`src/design/bfknn_pkg.sv`:
```
// ----------------------------------------------------------------------------
// bfknn_pkg
// Shared types and constants for the brute-force k-nearest-neighbor block.
// ----------------------------------------------------------------------------
package bfknn_pkg;

  // Fixed field widths
  localparam int ELEM_BITS  = 16;
  localparam int PNUM_W     = 20;
  localparam int PTS_W      = PNUM_W + 1;
  localparam int MAX_POINTS = 1 << PNUM_W;
  localparam int DIM_REG_W  = 8;
  localparam int K_REG_W    = 5;
  localparam int CFG_DATA_W = 8;
  localparam int CFG_IDX_W  = 4;

  // Configuration register indexes
  localparam logic [CFG_IDX_W-1:0] REG_DIM_IN_USE       = 4'd0;
  localparam logic [CFG_IDX_W-1:0] REG_NEIGHBORS_WANTED = 4'd1;

  typedef enum logic [1:0] {
    OP_QUERY  = 2'd0,
    OP_BASE   = 2'd1,
    OP_FINISH = 2'd2
  } op_t;

  typedef enum logic [1:0] {
    S_IDLE,
    S_DRAIN,
    S_REPORT
  } state_t;

  // Travels with a base element down the distance pipe
  typedef struct packed {
    logic              last;  // final element of its vector
    logic              keep;  // point fits under capacity
    logic [PNUM_W-1:0] pnum;
  } elem_tag_t;

  // Commands to every cell of the list
  typedef struct packed {
    logic ins;    // insert candidate this cycle
    logic shift;  // move entries one place toward the head
    logic clear;  // empty the list
  } chain_ctl_t;

endpackage

```
`src/design/bfknn_cell.sv`:
```
// ----------------------------------------------------------------------------
// bfknn_cell
// One place of the sorted best-K list; inserts in parallel, shifts for readout.
// ----------------------------------------------------------------------------
module bfknn_cell #(
  parameter int ACC_W = 39
) (
  input  logic                         clk,
  input  logic                         rst,
  input  bfknn_pkg::chain_ctl_t        ctl,
  input  logic [ACC_W-1:0]             new_dist,
  input  logic [bfknn_pkg::PNUM_W-1:0] new_pnum,
  input  logic                         prev_less,
  input  logic [ACC_W-1:0]             prev_dist,
  input  logic [bfknn_pkg::PNUM_W-1:0] prev_pnum,
  input  logic [ACC_W-1:0]             next_dist,
  input  logic [bfknn_pkg::PNUM_W-1:0] next_pnum,
  output logic [ACC_W-1:0]             cur_dist,
  output logic [bfknn_pkg::PNUM_W-1:0] cur_pnum,
  output logic                         less
);

  // strict compare: an equal distance stays behind the older point
  assign less = new_dist < cur_dist;

  always_ff @(posedge clk) begin
    if (rst || ctl.clear) begin
      cur_dist <= '1;
      cur_pnum <= '0;
    end else if (ctl.shift) begin
      cur_dist <= next_dist;
      cur_pnum <= next_pnum;
    end else if (ctl.ins && less) begin
      cur_dist <= prev_less ? prev_dist : new_dist;
      cur_pnum <= prev_less ? prev_pnum : new_pnum;
    end
  end

endmodule

```
`config.mk`:
```
export PLATFORM = sky130hd
export DESIGN_NAME = bfknn_cell
export DESIGN_NICKNAME = d
export VERILOG_FILES = /design/src/design/bfknn_pkg.sv /design/src/design/bfknn_cell.sv
export SDC_FILE = /design/constraint.sdc
export NUM_CORES = 1
export LEC_CHECK = 0
export BUFFER_PORTS_ARGS = -buffer_cell sky130_fd_sc_hd__buf_4
export CAP_MARGIN = 20
export CELL_PAD_IN_SITES_DETAIL_PLACEMENT = 1
export CELL_PAD_IN_SITES_GLOBAL_PLACEMENT = 2
export CORE_AREA = 3 3 149 151
export CTS_BUF_LIST = sky130_fd_sc_hd__clkbuf_8
export CTS_CLUSTER_DIAMETER = 80
export DETAILED_ROUTE_END_ITERATION = 12
export DIE_AREA = 0 0 152 154
export GPL_TIMING_DRIVEN = 0
export PLACE_DENSITY = 0.78
export RECOVER_POWER = 50
export SYNTH_ARGS = -nofsm -noshare
export SYNTH_HDL_FRONTEND = slang
export SYNTH_SLANG_ARGS = --single-unit
```
`constraint.sdc`:
```
create_clock -name clk -period 2.9 [get_ports clk]
set_input_delay 0.58 -clock clk [delete_from_list [all_inputs] [get_ports clk]]
set_output_delay 0.58 -clock clk [all_outputs]
set_load 0.05 [all_outputs]
```
After elaboration in Yosys (flattened, before gate mapping)
Index checks and enable logic that the tools add are counted.

storage, ports and cells
  bits in registers = 59
  bits in latches = 0
  memory bits (writable) = 0
  bits in read-only memories = 0
  bits of input ports = 183
  output and inout bits = 60
  memories = 0

operators by class
  add/subtract/negate cells = 0
  multipliers = 0
  divide/modulo/power cells = 0
  magnitude comparators = 1
  equality and inequality tests = 0
  shift-type cells = 0
  multiplexer cells = 6
  bitwise operators = 0
  reductions and logical operators = 3

operator list
  kind                         count
  two-way mux 39 bit           3
  two-way mux 20 bit           3
  less-than comparator 39 bit  1
  nonzero test 2 bit           1
  logical AND 1 bit            1
  logical OR 1 bit             1

Longest topological paths before layout
  word-level depth = 4
  gate-level depth with buffers = 11
  mapped depth without buffers = 10

Worst setup path before layout
No wires, ideal clock.

  kind = register to output
  from = register cur_dist[37]
  to = output port less
  arrival time = 2.439 ns
  required time = 2.320 ns
  slack = -0.119 ns
  stages on the path, launching flop included = 10
  buffers on the path = 1
  cell sequence = dfxtp_1 inv_1 ha_1 nand4_1 nor4_2 nand4_1 nor4_2 a21o_1 inv_2 buf_2

on the way
  word-level cells in the longest chain between the ends = 1

ends and longest elaborated chain
  item                         RTL line          source
  from (decl)                  bfknn_cell.sv:18  output logic [ACC_W-1:0] cur_dist,
  from (signal assigned)       bfknn_cell.sv:31  cur_dist <= next_dist;
  from (signal assigned)       bfknn_cell.sv:34  cur_dist <= prev_less ? prev_dist : new_dist;
  less-than comparator 39 bit  bfknn_cell.sv:24  assign less = new_dist < cur_dist;
  to (decl)                    bfknn_cell.sv:20  output logic less

Every way passes these cells.

Final worst setup path
  from = register cur_dist[32]
  to = output port less

The elaborated chain is that of the path after synthesis.

==> metrics.md <==
| Metric | Value |
|---|---|
| Clk_skew | 0.0147 ns |
| Leakage | 3.04 nW |
| Setup TNS Final | -0.295 ns |
| Area grow syn2layout | 51.8% |
| Largest area contributor in the netlist | dfxtp_1 |
| Max_slew headroom | 53.1% |
| First-pass iteration count of the detailed router | 4 |
| Dominant cells by area after synthesis | dfxtp_1, ha_1, a211oi_2 |
| Most common cell after layout, fill and taps aside | buf_4 |
| Register area | 1190 um^2 |
| Worst Min Path Start | cur_pnum[4] |
| Worst-case vdd ir drop | 0.000203 V |
| First-pass GRT wire length | 32.3 mm |
| # placed instances | 1083 |
| Io pins | 243 |
| Routed Antenna Nets | 0 |
| Core box area | 21000 um^2 |
| Flops & latches, synth | 59 |
| Area of the multi-input gates | 3060 um^2 |
| Register area share after synthesis | 25.9% |
| Num CTS Buffers | 9 |
| Post-synth EDFFs | 0 |
| Final cell count without fillers | 1105 |
| Critical path required time | 2.32 ns |
| Sink Count | 59 |
| Hold Path Depth | 2 |
| Starting Density | 21.8% |
| Diode count | 0 |
| Port buffer count | 240 |
| Top FF cell, synth | dfxtp_1 |
| GRT Total Usage | 17.2% |
| Fill cell count | 2593 |
| Worst Hold Path EP | cur_pnum[4] |
| Die Y | 154 um |
| Startpoint types | flip-flop |
| Fraction of layout cells with a size suffix above 1 | 37.1% |
| Vias per Instance | 4.72 |
| Worst-path clk slew | 0.08 ns |
| CTS tree | done |
| Gate Count Post-Synth | 568 |
| H-tree depth | 3 |
| Fin. max-slew vios | 0 |
| RSZ-0062 raised after global routing | true |
| Min Hold Slack | 0.516 ns |
| GPL Wtd Cong | 0.794 |
| Residual DRC count | 0 |
| DR iter-0 viols | 126 |
| Share of the synthesized area in the top cell type | 25.9% |
| Final Cycle Share | 110% |
| Layout Nets | 1046 |
| Worst reg2reg path startpoint | cur_dist[24] |
| Final-report setup violation count | 1 |
| Mapped Nets | 789 |
| Synthesized area per cell | 8.04 um^2 |
| Synthesized cell area | 4570 um^2 |
| Vias in the first global route | 5750 |
| Failing checks | negative setup slack |
| Antenna violations before repair | 0 |
| Reg2reg setup slack | 0.12 ns |
| Clock latency at the later pin of the worst-skew pair | 0.35 ns |
| Final hold viol count | 0 |
| Drt total wl | 20.4 mm |
| FMAX | 313 MHz |
| Min Tclk post-route | 3.19 ns |
| DIE AREA | 23400 um^2 |
| Status | finished, violations left |
| Cell variety after synth | 34 |
| Largest net degree at the start of global routing | 11 |
| PD cells | 377 nW/um^2 |
| Root Driver | clkbuf_8 |
| Critical path class | flip-flop to output port |
| Hold Crit Class | flip-flop to flip-flop |
| R2r endpoint | cur_dist[13] |
| Maxcap violations | 0 |
| Synth warn | 0 |
| CP max FO | 3 |
| Most frequent cells in the layout | buf_4, clkbuf_1, a211oi_1, dfxtp_1, nor2_1 |
| Overflow left after global routing | 0 |
| Ys async rst share | 0% |
| Clock Tree Buf Depth | 2 |
| Vias post-DR | 5211 |
| FF-to-FF path depth | 10 |
| Crit path DAT | 2.61 ns |
| Pwr Total | 2.61 mW |
| Wire per inst | 18.5 um |
| Die width | 152 um |
| Worst-Margin Slew | 0.706 ns |
| Final setup margin | -0.295 ns |
| Placed wire-length estimate | 15.8 mm |
| Rows | 53 |
| Crit. End Element | output port |
==> synth_stat cells, types with 2 or more instances <==
cell type,n
a211oi_1,48
a211oi_2,31
a21o_1,2
a21oi_1,38
a31oi_1,20
buf_2,7
buf_6,3
clkbuf_1,37
dfxtp_1,59
ha_1,38
inv_1,42
mux2_2,20
nand2_1,14
nand3_1,22
nand3b_1,20
nand4_1,5
nor2_1,43
nor2b_1,40
nor3_1,39
nor3b_1,20
nor4_2,2
o21ai_0,6
==> repair_timing <==
action / CTS / global route
pin swaps: 6 / 0
resized for setup: 14 / 0
endpoints found under the hold margin: 0 / 0
hold buffers: 0 / 0
cloned: 0 / 0
endpoints found under the setup margin: 41 / 50
setup buffers: 7 / 0
==> routing by layer <==
metal  GRT usage, %  up-vias  wire length [um]
met5              0        -                 0
met4           3.38        0               164
met3           6.16       11              1610
met2           29.0      193              9580
met1           21.3     2428              9090
li1               -     2579                 -
==> where the power goes <==
part	internal [mW]	switching [mW]	leakage, nW
logic	0.348	0.472	2.44
registers	0.852	0.0327	0.480
clock network	0.527	0.382	0.117
==> cells by family after synthesis <==
logic type / count (synthesis) / synth area share (%)
AOI/OAI and AO/OA: 151 / 25.4
buffers and inverters: 92 / 8.33
and+or+nand+nor: 208 / 25.1
adders and majority gates: 38 / 10.4
DFF: 59 / 25.9
muxes: 20 / 4.93
==> state kept, by name, indices dropped and copies added, names as in the netlist <==
name      flops
cur_pnum     20
cur_dist     39
==> layout make-up <==
type                       instances  share of cell area (%)
buffer                            48                    3.19
clock buffer                      11                    2.18
clock inverter                     5                    1.10
inverter                          43                    2.33
multi-input combinational        417                    44.2
sequential                        59                    17.2
tap                              275                    4.96
timing repair buffer             247                    24.8
==> worst max path at each step <==
| stage | start | endpoint | slack (ns) |
|---|---|---|---|
| after floorplan | cur_dist[23] | less | 0.03 |
| after global placement | new_dist[38] | less | -0.74 |
| after detailed placement | new_dist[38] | less | -0.72 |
| after CTS | cur_dist[33] | less | -0.35 |
| after global routing | cur_dist[34] | less | -0.51 |
| final | cur_dist[32] | less | -0.29 |
==> worst max-delay path, cell delays in order, from the launching register on <==
cell      delay (ns)
dfxtp_2         0.35
inv_2           0.05
ha_4            0.25
nand4_1         0.15
nor4_2          0.36
nand4_1         0.17
buf_6           0.16
o211ai_1        0.26
a21o_1          0.20
inv_2           0.06
buf_6           0.12
buf_8           0.14
==> through the flow <==
stage               utilization (%)  setup WS, ns  instance area [um^2]
floorplan                         -        0.0303                  4580
global placement               32.1        -0.744                  6730
detailed placement             32.1        -0.716                  6730
CTS                            33.8        -0.351                  7080
global route                   33.1        -0.510                  6930
finish                         33.1        -0.295                  6930
Note: power is estimated with default switching activity, not from simulation.
