===== config.mk =====
export PLATFORM = sky130hd
export DESIGN_NAME = bfknn_dist
export DESIGN_NICKNAME = d
export VERILOG_FILES = /design/src/design/bfknn_pkg.sv /design/src/design/bfknn_dist.sv
export SDC_FILE = /design/constraint.sdc
export NUM_CORES = 2
export LEC_CHECK = 0
export BUFFER_PORTS_ARGS = -buffer_cell sky130_fd_sc_hd__buf_2
export CORE_ASPECT_RATIO = 0.7
export CORE_MARGIN = 1.5
export CORE_UTILIZATION = 25
export CTS_BUF_LIST = sky130_fd_sc_hd__clkbuf_8 sky130_fd_sc_hd__clkbuf_16
export CTS_CLUSTER_DIAMETER = 120
export DETAILED_ROUTE_END_ITERATION = 8
export GPL_TIMING_DRIVEN = 0
export PLACE_DENSITY = 0.38
export SYNTH_ARGS = -nofsm -noshare
export SYNTH_HDL_FRONTEND = slang
export SYNTH_SLANG_ARGS = --single-unit

===== constraint.sdc =====
create_clock -name clk -period 8.1 [get_ports clk]
set_input_delay 1.62 -clock clk [delete_from_list [all_inputs] [get_ports clk]]
set_output_delay 1.62 -clock clk [all_outputs]
set_load 0.01 [all_outputs]

===== src/design/bfknn_pkg.sv =====
// ----------------------------------------------------------------------------
// bfknn_pkg
// Shared types and constants for the brute-force k-nearest-neighbor block.
// ----------------------------------------------------------------------------
package bfknn_pkg;

  // Fixed field widths
  localparam int ELEM_BITS  = 16;
  localparam int PNUM_W     = 20;
  localparam int PTS_W      = PNUM_W + 1;
  localparam int MAX_POINTS = 1 << PNUM_W;
  localparam int DIM_REG_W  = 8;
  localparam int K_REG_W    = 5;
  localparam int CFG_DATA_W = 8;
  localparam int CFG_IDX_W  = 4;

  // Configuration register indexes
  localparam logic [CFG_IDX_W-1:0] REG_DIM_IN_USE       = 4'd0;
  localparam logic [CFG_IDX_W-1:0] REG_NEIGHBORS_WANTED = 4'd1;

  typedef enum logic [1:0] {
    OP_QUERY  = 2'd0,
    OP_BASE   = 2'd1,
    OP_FINISH = 2'd2
  } op_t;

  typedef enum logic [1:0] {
    S_IDLE,
    S_DRAIN,
    S_REPORT
  } state_t;

  // Travels with a base element down the distance pipe
  typedef struct packed {
    logic              last;  // final element of its vector
    logic              keep;  // point fits under capacity
    logic [PNUM_W-1:0] pnum;
  } elem_tag_t;

  // Commands to every cell of the list
  typedef struct packed {
    logic ins;    // insert candidate this cycle
    logic shift;  // move entries one place toward the head
    logic clear;  // empty the list
  } chain_ctl_t;

endpackage


===== src/design/bfknn_dist.sv =====
// ----------------------------------------------------------------------------
// bfknn_dist
// Query store and squared-distance pipe: read, abs diff, square, accumulate.
// ----------------------------------------------------------------------------
module bfknn_dist #(
  parameter int MAX_DIM = 128,
  parameter int DIM_IW  = 7,
  parameter int ACC_W   = 39
) (
  input  logic                             clk,
  input  logic                             rst,
  input  logic                             q_we,
  input  logic [DIM_IW-1:0]                q_waddr,
  input  logic [bfknn_pkg::ELEM_BITS-1:0]  q_wdata,
  input  logic                             b_valid,
  input  logic [DIM_IW-1:0]                b_addr,
  input  logic [bfknn_pkg::ELEM_BITS-1:0]  b_elem,
  input  bfknn_pkg::elem_tag_t             b_tag,
  input  logic                             acc_clear,
  output logic                             ins_valid,
  output logic [ACC_W-1:0]                 ins_dist,
  output logic [bfknn_pkg::PNUM_W-1:0]     ins_pnum,
  output logic                             pending
);

  localparam int EW = bfknn_pkg::ELEM_BITS;

  logic [EW-1:0]        qmem [MAX_DIM];
  logic [MAX_DIM-1:0]   qvalid;

  // stage A: query read
  logic                 va;
  logic [EW-1:0]        q_a;
  logic [EW-1:0]        e_a;
  bfknn_pkg::elem_tag_t tag_a;
  // stage B: absolute difference
  logic                 vb;
  logic [EW-1:0]        absd;
  bfknn_pkg::elem_tag_t tag_b;
  // stage C: square
  logic                 vc;
  logic [2*EW-1:0]      prod;
  bfknn_pkg::elem_tag_t tag_c;
  // stage D: accumulate
  logic [ACC_W-1:0]     acc;

  logic signed [EW:0]   diff;
  logic [ACC_W-1:0]     sum;

  always_ff @(posedge clk) begin
    if (q_we) begin
      qmem[q_waddr] <= q_wdata;
    end
  end

  always_ff @(posedge clk) begin
    if (rst) begin
      qvalid <= '0;
    end else if (q_we) begin
      qvalid[q_waddr] <= 1'b1;
    end
  end

  // unwritten query entries read as zero
  always_ff @(posedge clk) begin
    q_a   <= qvalid[b_addr] ? qmem[b_addr] : '0;
    e_a   <= b_elem;
    tag_a <= b_tag;
  end

  assign diff = $signed({q_a[EW-1], q_a}) - $signed({e_a[EW-1], e_a});
  assign sum  = acc + ACC_W'(prod);

  always_ff @(posedge clk) begin
    absd  <= diff[EW] ? EW'(-diff) : diff[EW-1:0];
    tag_b <= tag_a;
    prod  <= absd * absd;
    tag_c <= tag_b;
  end

  always_ff @(posedge clk) begin
    if (rst) begin
      va        <= 1'b0;
      vb        <= 1'b0;
      vc        <= 1'b0;
      ins_valid <= 1'b0;
      acc       <= '0;
    end else begin
      va        <= b_valid;
      vb        <= va;
      vc        <= vb;
      ins_valid <= vc && tag_c.last && tag_c.keep;
      if (acc_clear) begin
        acc <= '0;
      end else if (vc) begin
        acc <= tag_c.last ? '0 : sum;
      end
    end
  end

  always_ff @(posedge clk) begin
    ins_dist <= sum;
    ins_pnum <= tag_c.pnum;
  end

  assign pending = va || vb || vc || ins_valid;

endmodule


* After elaboration in Yosys (flattened, before gate mapping) *
Memories as Yosys holds them, arrays and structs flattened. A register that Yosys moved wholly into a read port is not among the register bits.
Cells that the tools add are included.

storage, ports and cells
  logic and storage cells = 45
  output and inout port bits = 61
  memories = 1
  bits in writable memories = 2048
  input port bits = 73
  register bits = 360

operators by class
  $lt $le $gt $ge = 3
  $add $sub $neg = 3
  reductions and logical operators = 8
  multipliers = 1
  mux-type cells = 8
  bitwise logic cells = 1

memories
  name  words  width  rd ports  clocked after memory_dff  write ports  line              source
  qmem  128    16     1         1                         1            bfknn_dist.sv:28  logic [EW-1:0] qmem [MAX_DIM];

operators with widths
  operator                                             number
  OR 128 bit                                           1
  adder 39 x 32 -> 39 bit                              1
  2-to-1 mux 39 bit                                    1
  multiplier 16 x 16 -> 32 bit                         1
  subtractor 16 x 16 -> 17 bit                         1
  < comparator 7 x 8 -> 1 bit, second input constant   2
  2-to-1 mux 16 bit                                    1
  negation 16 bit                                      1
  binary-select mux 1 bit (select 7 bit)               1
  demux 1 bit (select 7 bit)                           1
  >= comparator 7 x 1 -> 1 bit, second input constant  1
  2-to-1 mux 1 bit                                     4
  logical AND 1 bit                                    3
  logical OR 1 bit                                     3
  OR reduction 2 bit                                   1
  zero test 1 bit                                      1

* Depth between registers and ports, before layout *
  depth in word-level cells = 5
  depth in mapped cells = 24
  depth with buffers taken out = 23

* Worst setup path after synthesis *
Ideal clock, no wire load.

  path type = reg2reg
  start point = register absd[4]
  end point = register prod[30]
  buffers on the path = 2
  required time = 8018 ps
  arrival = 5979 ps
  setup time = 82 ps
  setup slack = 2039 ps
  stages on the path, launching flop included = 24
  clock period less this slack = 6061 ps
  cells stage by stage = dfxtp_1 -> clkbuf_1 -> clkbuf_1 -> nand2_1 -> fa_1 -> inv_1 -> fa_1 -> inv_1 -> fa_1 -> inv_1 -> fa_1 -> fa_1 -> inv_1 -> fa_1 -> inv_1 -> ha_1 -> nand4_1 -> o21ai_0 -> a211oi_1 -> a21oi_1 -> o211ai_1 -> a21oi_1 -> or4b_2 -> o2111ai_1

between the ends
  word-level cells in the longest chain between the ends = 1

ends and longest elaborated chain
  element                       line              source
  start: declaration            bfknn_dist.sv:38  logic [EW-1:0] absd;
  start signal: assignment      bfknn_dist.sv:75  absd <= diff[EW] ? EW'(-diff) : diff[EW-1:0];
  multiplier 16 x 16 -> 32 bit  bfknn_dist.sv:77  prod <= absd * absd;
  end signal: assignment        bfknn_dist.sv:77
  end: declaration              bfknn_dist.sv:42  logic [2*EW-1:0] prod;

No other way between the ends.
A chain may end at the register's enable or synchronous reset.

* Final worst setup path *
  start point = register absd[8]
  end point = register prod[30]

Same word-level chain as after synthesis.

==> metrics.txt <==
# TYPE chip_impl_metric gauge
chip_impl_metric{name="synthToLayoutAreaGrowth",unit="%"} 19.0
chip_impl_info{name="tritoncts",value="yes"} 1
chip_impl_metric{name="final_cell_area",unit="µm²"} 118000
chip_impl_metric{name="clk_pin_slew_worst_paths",unit="ns"} 0.06
chip_impl_metric{name="grt_start_max_net_pins",unit=""} 97
chip_impl_metric{name="utilization",unit="%"} 29.9
chip_impl_metric{name="clk-insertion-delay-late",unit="ns"} 0.94
chip_impl_metric{name="timing.final.crit_share",unit="%"} 95.4
chip_impl_metric{name="maxSlewViolCount",unit=""} 22
chip_impl_metric{name="worst-endpoint-arrival",unit="ns"} 8.54
chip_impl_metric{name="powerDensity",unit="nW/µm²"} 332
chip_impl_metric{name="die-width",unit="µm"} 756
chip_impl_info{name="worst_path_max_delay_cell",value="or4b_2"} 1
chip_impl_metric{name="multi_input_area",unit="µm²"} 28900
chip_impl_metric{name="vias",unit=""} 53622
chip_impl_metric{name="grt_overflow_total",unit=""} 0
chip_impl_metric{name="placed_cell_area",unit="µm²"} 109000
chip_impl_metric{name="drtAntennaViolNets",unit=""} 1
chip_impl_metric{name="mappedNetlistArea",unit="µm²"} 99100
chip_impl_metric{name="first_iter_violations",unit=""} 6709
chip_impl_metric{name="tritoncts_num_sinks",unit=""} 2423
chip_impl_metric{name="power_leakage",unit="µW"} 0.0394
chip_impl_metric{name="dpl.hpwl",unit="µm"} 245000
chip_impl_metric{name="die_area",unit="µm²"} 400000
chip_impl_metric{name="slew-limit-headroom",unit="%"} -4.57
chip_impl_info{name="min-delay-path-class",value="reg -> reg"} 1
chip_impl_metric{name="die_height",unit="µm"} 530
chip_impl_metric{name="tightest_slew",unit="ns"} 1.57
chip_impl_metric{name="clock.fmax",unit="GHz"} 0.129
chip_impl_metric{name="seqCellArea",unit="µm²"} 69000
chip_impl_metric{name="report.final.setup_viol",unit=""} 0
chip_impl_metric{name="yosys_warning_total",unit=""} 0
chip_impl_metric{name="worst-endpoint-required",unit="ns"} 8.91
chip_impl_metric{name="total_number_of_nets_in_the_final_design",unit=""} 6163
chip_impl_info{name="critical_path.top_delay_family",value="adder cells"} 1
chip_impl_info{name="type_of_element_capturing_the_critical_path",value="flop"} 1
chip_impl_metric{name="drcViolationCount",unit=""} 0
chip_impl_metric{name="total_clock_buffers_created_by_cts",unit=""} 272
chip_impl_metric{name="io_pins",unit=""} 134
chip_impl_info{name="run_status",value="finished, violations left"} 1
chip_impl_metric{name="global_route_total_usage_across_every_layer",unit="%"} 17.5
chip_impl_metric{name="critPathBufInv",unit=""} 6
chip_impl_metric{name="yosysUniqueCellTypes",unit=""} 69
chip_impl_info{name="ys_dominant_reg_cell",value="edfxtp_1"} 1
chip_impl_info{name="clk_root_buffer_cell",value="clkbuf_16"} 1
chip_impl_metric{name="wl_per_cell",unit="µm"} 31.6
chip_impl_metric{name="yosysSeqAreaShare",unit="%"} 69.6
chip_impl_metric{name="drt-vias-per-instance",unit=""} 4.75
chip_impl_metric{name="drt-pass1-iter-count",unit=""} 7
chip_impl_metric{name="layout_min_cycle_time",unit="ns"} 7.73
chip_impl_metric{name="final_layout_size_suffix_gt1_share",unit="%"} 26.1
chip_impl_metric{name="via_count_of_the_first_global_routing_pass",unit=""} 53235
chip_impl_metric{name="start_util",unit="%"} 25.1
chip_impl_metric{name="totalWireLength",unit="µm"} 356000
chip_impl_metric{name="core",unit="µm²"} 395000
chip_impl_metric{name="crit_path_max_incr_delay",unit="ns"} 0.65
chip_impl_metric{name="post_syn_instances",unit=""} 5306
chip_impl_metric{name="cts.htree.levels",unit=""} 5
chip_impl_metric{name="clock_tree.buffer_depth",unit=""} 4
chip_impl_metric{name="synthesized_nets",unit=""} 5690
chip_impl_metric{name="io_buffers",unit=""} 122
chip_impl_metric{name="filler_cell_count",unit=""} 38726
chip_impl_metric{name="crit_fanout",unit=""} 10
chip_impl_metric{name="synthArstFlopShare",unit="%"} 0
chip_impl_info{name="startpoint_type",value="flop"} 1
chip_impl_metric{name="antenna_found_initial",unit=""} 77
chip_impl_info{name="setup.worst_path.class",value="reg -> reg"} 1
chip_impl_metric{name="gpl.final_weighted_congestion",unit=""} 0.855
chip_impl_metric{name="synth-edff-count",unit=""} 2048
chip_impl_metric{name="maxCapViolations",unit=""} 2
chip_impl_metric{name="ir_drop",unit="V"} 0.00110
chip_impl_metric{name="placement_rows",unit=""} 193
chip_impl_metric{name="clock_skew",unit="ns"} 0.0527
chip_impl_metric{name="post_cts.repair.setup_buffers",unit=""} 0
chip_impl_metric{name="synth-seq-cells",unit=""} 2423
chip_impl_info{name="failed_checks",value="antenna rules, capacitance limit, slew limit"} 1
chip_impl_info{name="cpMostUsedCell",value="fa_1"} 1
chip_impl_metric{name="grt_first_pass_wirelength",unit="µm"} 478000
chip_impl_metric{name="final-hold-violation-count",unit=""} 0
chip_impl_metric{name="syn_avg_cell_area",unit="µm²"} 18.7
chip_impl_info{name="critical_path.cell_chain",value="clkbuf_1 -> nand2_1 -> fa_1 -> inv_1 -> fa_1 -> inv_1 -> fa_1 -> inv_1 -> fa_1 -> fa_1 -> inv_1 -> fa_1 -> inv_1 -> ha_1 -> nand4_1 -> o21ai_0 -> a211oi_1 -> a21oi_1 -> o211ai_1 -> a21oi_1 -> or4b_2 -> o2111ai_1"} 1
[cell usage in the layout, fill, tap and decap left out, types with 13 or more instances in the layout]
| master | netlist | final |
|---|---|---|
| nor2_2 | 0 | 17 |
| nand2_1 | 139 | 139 |
| nor2b_1 | 46 | 46 |
| mux4_2 | 695 | 695 |
| buf_16 | 0 | 34 |
| fa_1 | 163 | 163 |
| nand2b_1 | 21 | 21 |
| nor2_1 | 501 | 373 |
| buf_8 | 0 | 13 |
| edfxtp_1 | 2048 | 2048 |
| a21o_1 | 35 | 35 |
| a21oi_1 | 116 | 116 |
| buf_12 | 0 | 30 |
| and2_1 | 42 | 42 |
| clkbuf_16 | 0 | 276 |
| buf_1 | 25 | 16 |
| nor2_4 | 0 | 111 |
| clkbuf_1 | 135 | 92 |
| bufinv_16 | 0 | 17 |
| nor3_1 | 20 | 20 |
| o21ai_0 | 51 | 51 |
| xor2_1 | 29 | 29 |
| diode_2 | 0 | 24 |
| mux2i_1 | 36 | 36 |
| and3_1 | 15 | 15 |
| clkbuf_2 | 0 | 43 |
| buf_6 | 2 | 14 |
| clkinv_2 | 0 | 32 |
| inv_1 | 295 | 368 |
| buf_4 | 13 | 17 |
| a211oi_1 | 17 | 17 |
| a31oi_1 | 19 | 19 |
| ha_1 | 148 | 148 |
| buf_2 | 62 | 177 |
| xnor2_1 | 51 | 51 |
| clkinv_1 | 0 | 35 |
| nand3_1 | 45 | 45 |
| dfxtp_1 | 375 | 375 |
[metrics by stage]
stage	hold slack [ns]	setup TNS (ns)	setup WS (ns)	std cells	total power, µW
floorplan	0.310	0	2.04	5306	22700
finish	0.310	0	0.372	11286	39100
global route	0.314	-0.00718	-0.00718	11266	41700
global placement	0.310	-0.407	-0.152	10693	27100
detailed placement	0.312	0	0.189	10768	27100
CTS	0.311	0	0.138	11260	39700
[where the power goes]
part | internal [µW] | leakage, µW | total [µW] | switching, µW
Clock | 6930 | 0.00455 | 12400 | 5460
Sequential | 13900 | 0.0215 | 14000 | 104
Combinational | 4730 | 0.0133 | 12700 | 8010
[synthesized netlist by cell type (all sizes together) (7+ instances only)]
cell    count  area [µm²]
nor3       20         100
a21o       35         263
a31oi      19         119
nand2b     21         131
edfxtp   2048       61500
mux4      695       15700
or3         9        56.3
o21bai     12        90.1
fa        163        3260
o21a        7        52.6
xor2       29         254
nand3      45         225
buf       102         524
xnor2      51         447
ha        148        1850
o211ai     12        90.1
nand2     139         522
and3       15        93.8
a21oi     116         581
dfxtp     375        7510
nor2b      46         288
o21ai      51         255
inv       295        1110
a211oi     18         140
nand4      11        68.8
mux2i      37         383
or2        12        75.1
clkbuf    135         507
nor2      501        1880
and2       42         263
nand3b      7        52.6
[area by class of cell]
type,instances,share of cell area [%]
antenna,24,0.0509
buffer,237,0.929
clock buffer,288,5.99
clock inverter,204,1.47
inverter,295,0.939
multi-input combinational,2351,24.5
sequential,2423,58.5
tap,5265,5.58
timing repair buffer,199,2.06
[worst reg2reg max path: cells and delay by family, from the launching register on]
family	cells	cell delay [ns]
flip-flops	1	0.63
AO/OA/AOI/OAI	6	1.70
adder cells (fa/ha/maj)	7	3.26
buffers and inverters	6	0.91
AND/OR/NAND/NOR	3	1.11
[timing repair]
action / CTS / global route
setup endpoints to repair: 0 / 2
gates resized for setup: 0 / 12
hold buffers: 0 / 0
[sequential cells by signal (all words and copies together), names as in the netlist]
register   count
ins_valid      1
va             1
qmem        2048
e_a           16
ins_dist      39
acc           39
vc             1
prod          31
absd          16
vb             1
q_a           16
qvalid       128
tag_c         22
ins_pnum      20
tag_b         22
tag_a         22
[kinds of logic (layout without fill, tap and decap cells)]
kind of cell,after synthesis,in the layout,synth area share (%)
compound gates,333,333,2.17
xor+xnor,80,80,0.707
fa+ha+maj,311,311,5.16
buf+inv,532,1223,2.16
flops,2423,2423,69.6
mux,737,737,16.2
other cells,0,24,0
simple gates,890,890,3.97
[worst paths after layout]
path            start     endpoint  slack (ns)  cells after the start
max           absd[8]     prod[30]        0.37                     22
min          tag_c[2]  ins_pnum[2]        0.31                      0
max reg2reg   absd[8]     prod[30]        0.37                     22
min reg2reg  tag_c[2]  ins_pnum[2]        0.31                      0
[metal layers]
layer / global-route usage [%] / vias up / routed length [µm]
li1: - / 21804 / -
met1: 27.7 / 29307 / 177000
met2: 23.4 / 2057 / 140000
met3: 4.82 / 430 / 31600
met4: 3.78 / 24 / 7580
met5: 0 / - / 168
Note: power is estimated with default switching activity, not from simulation.
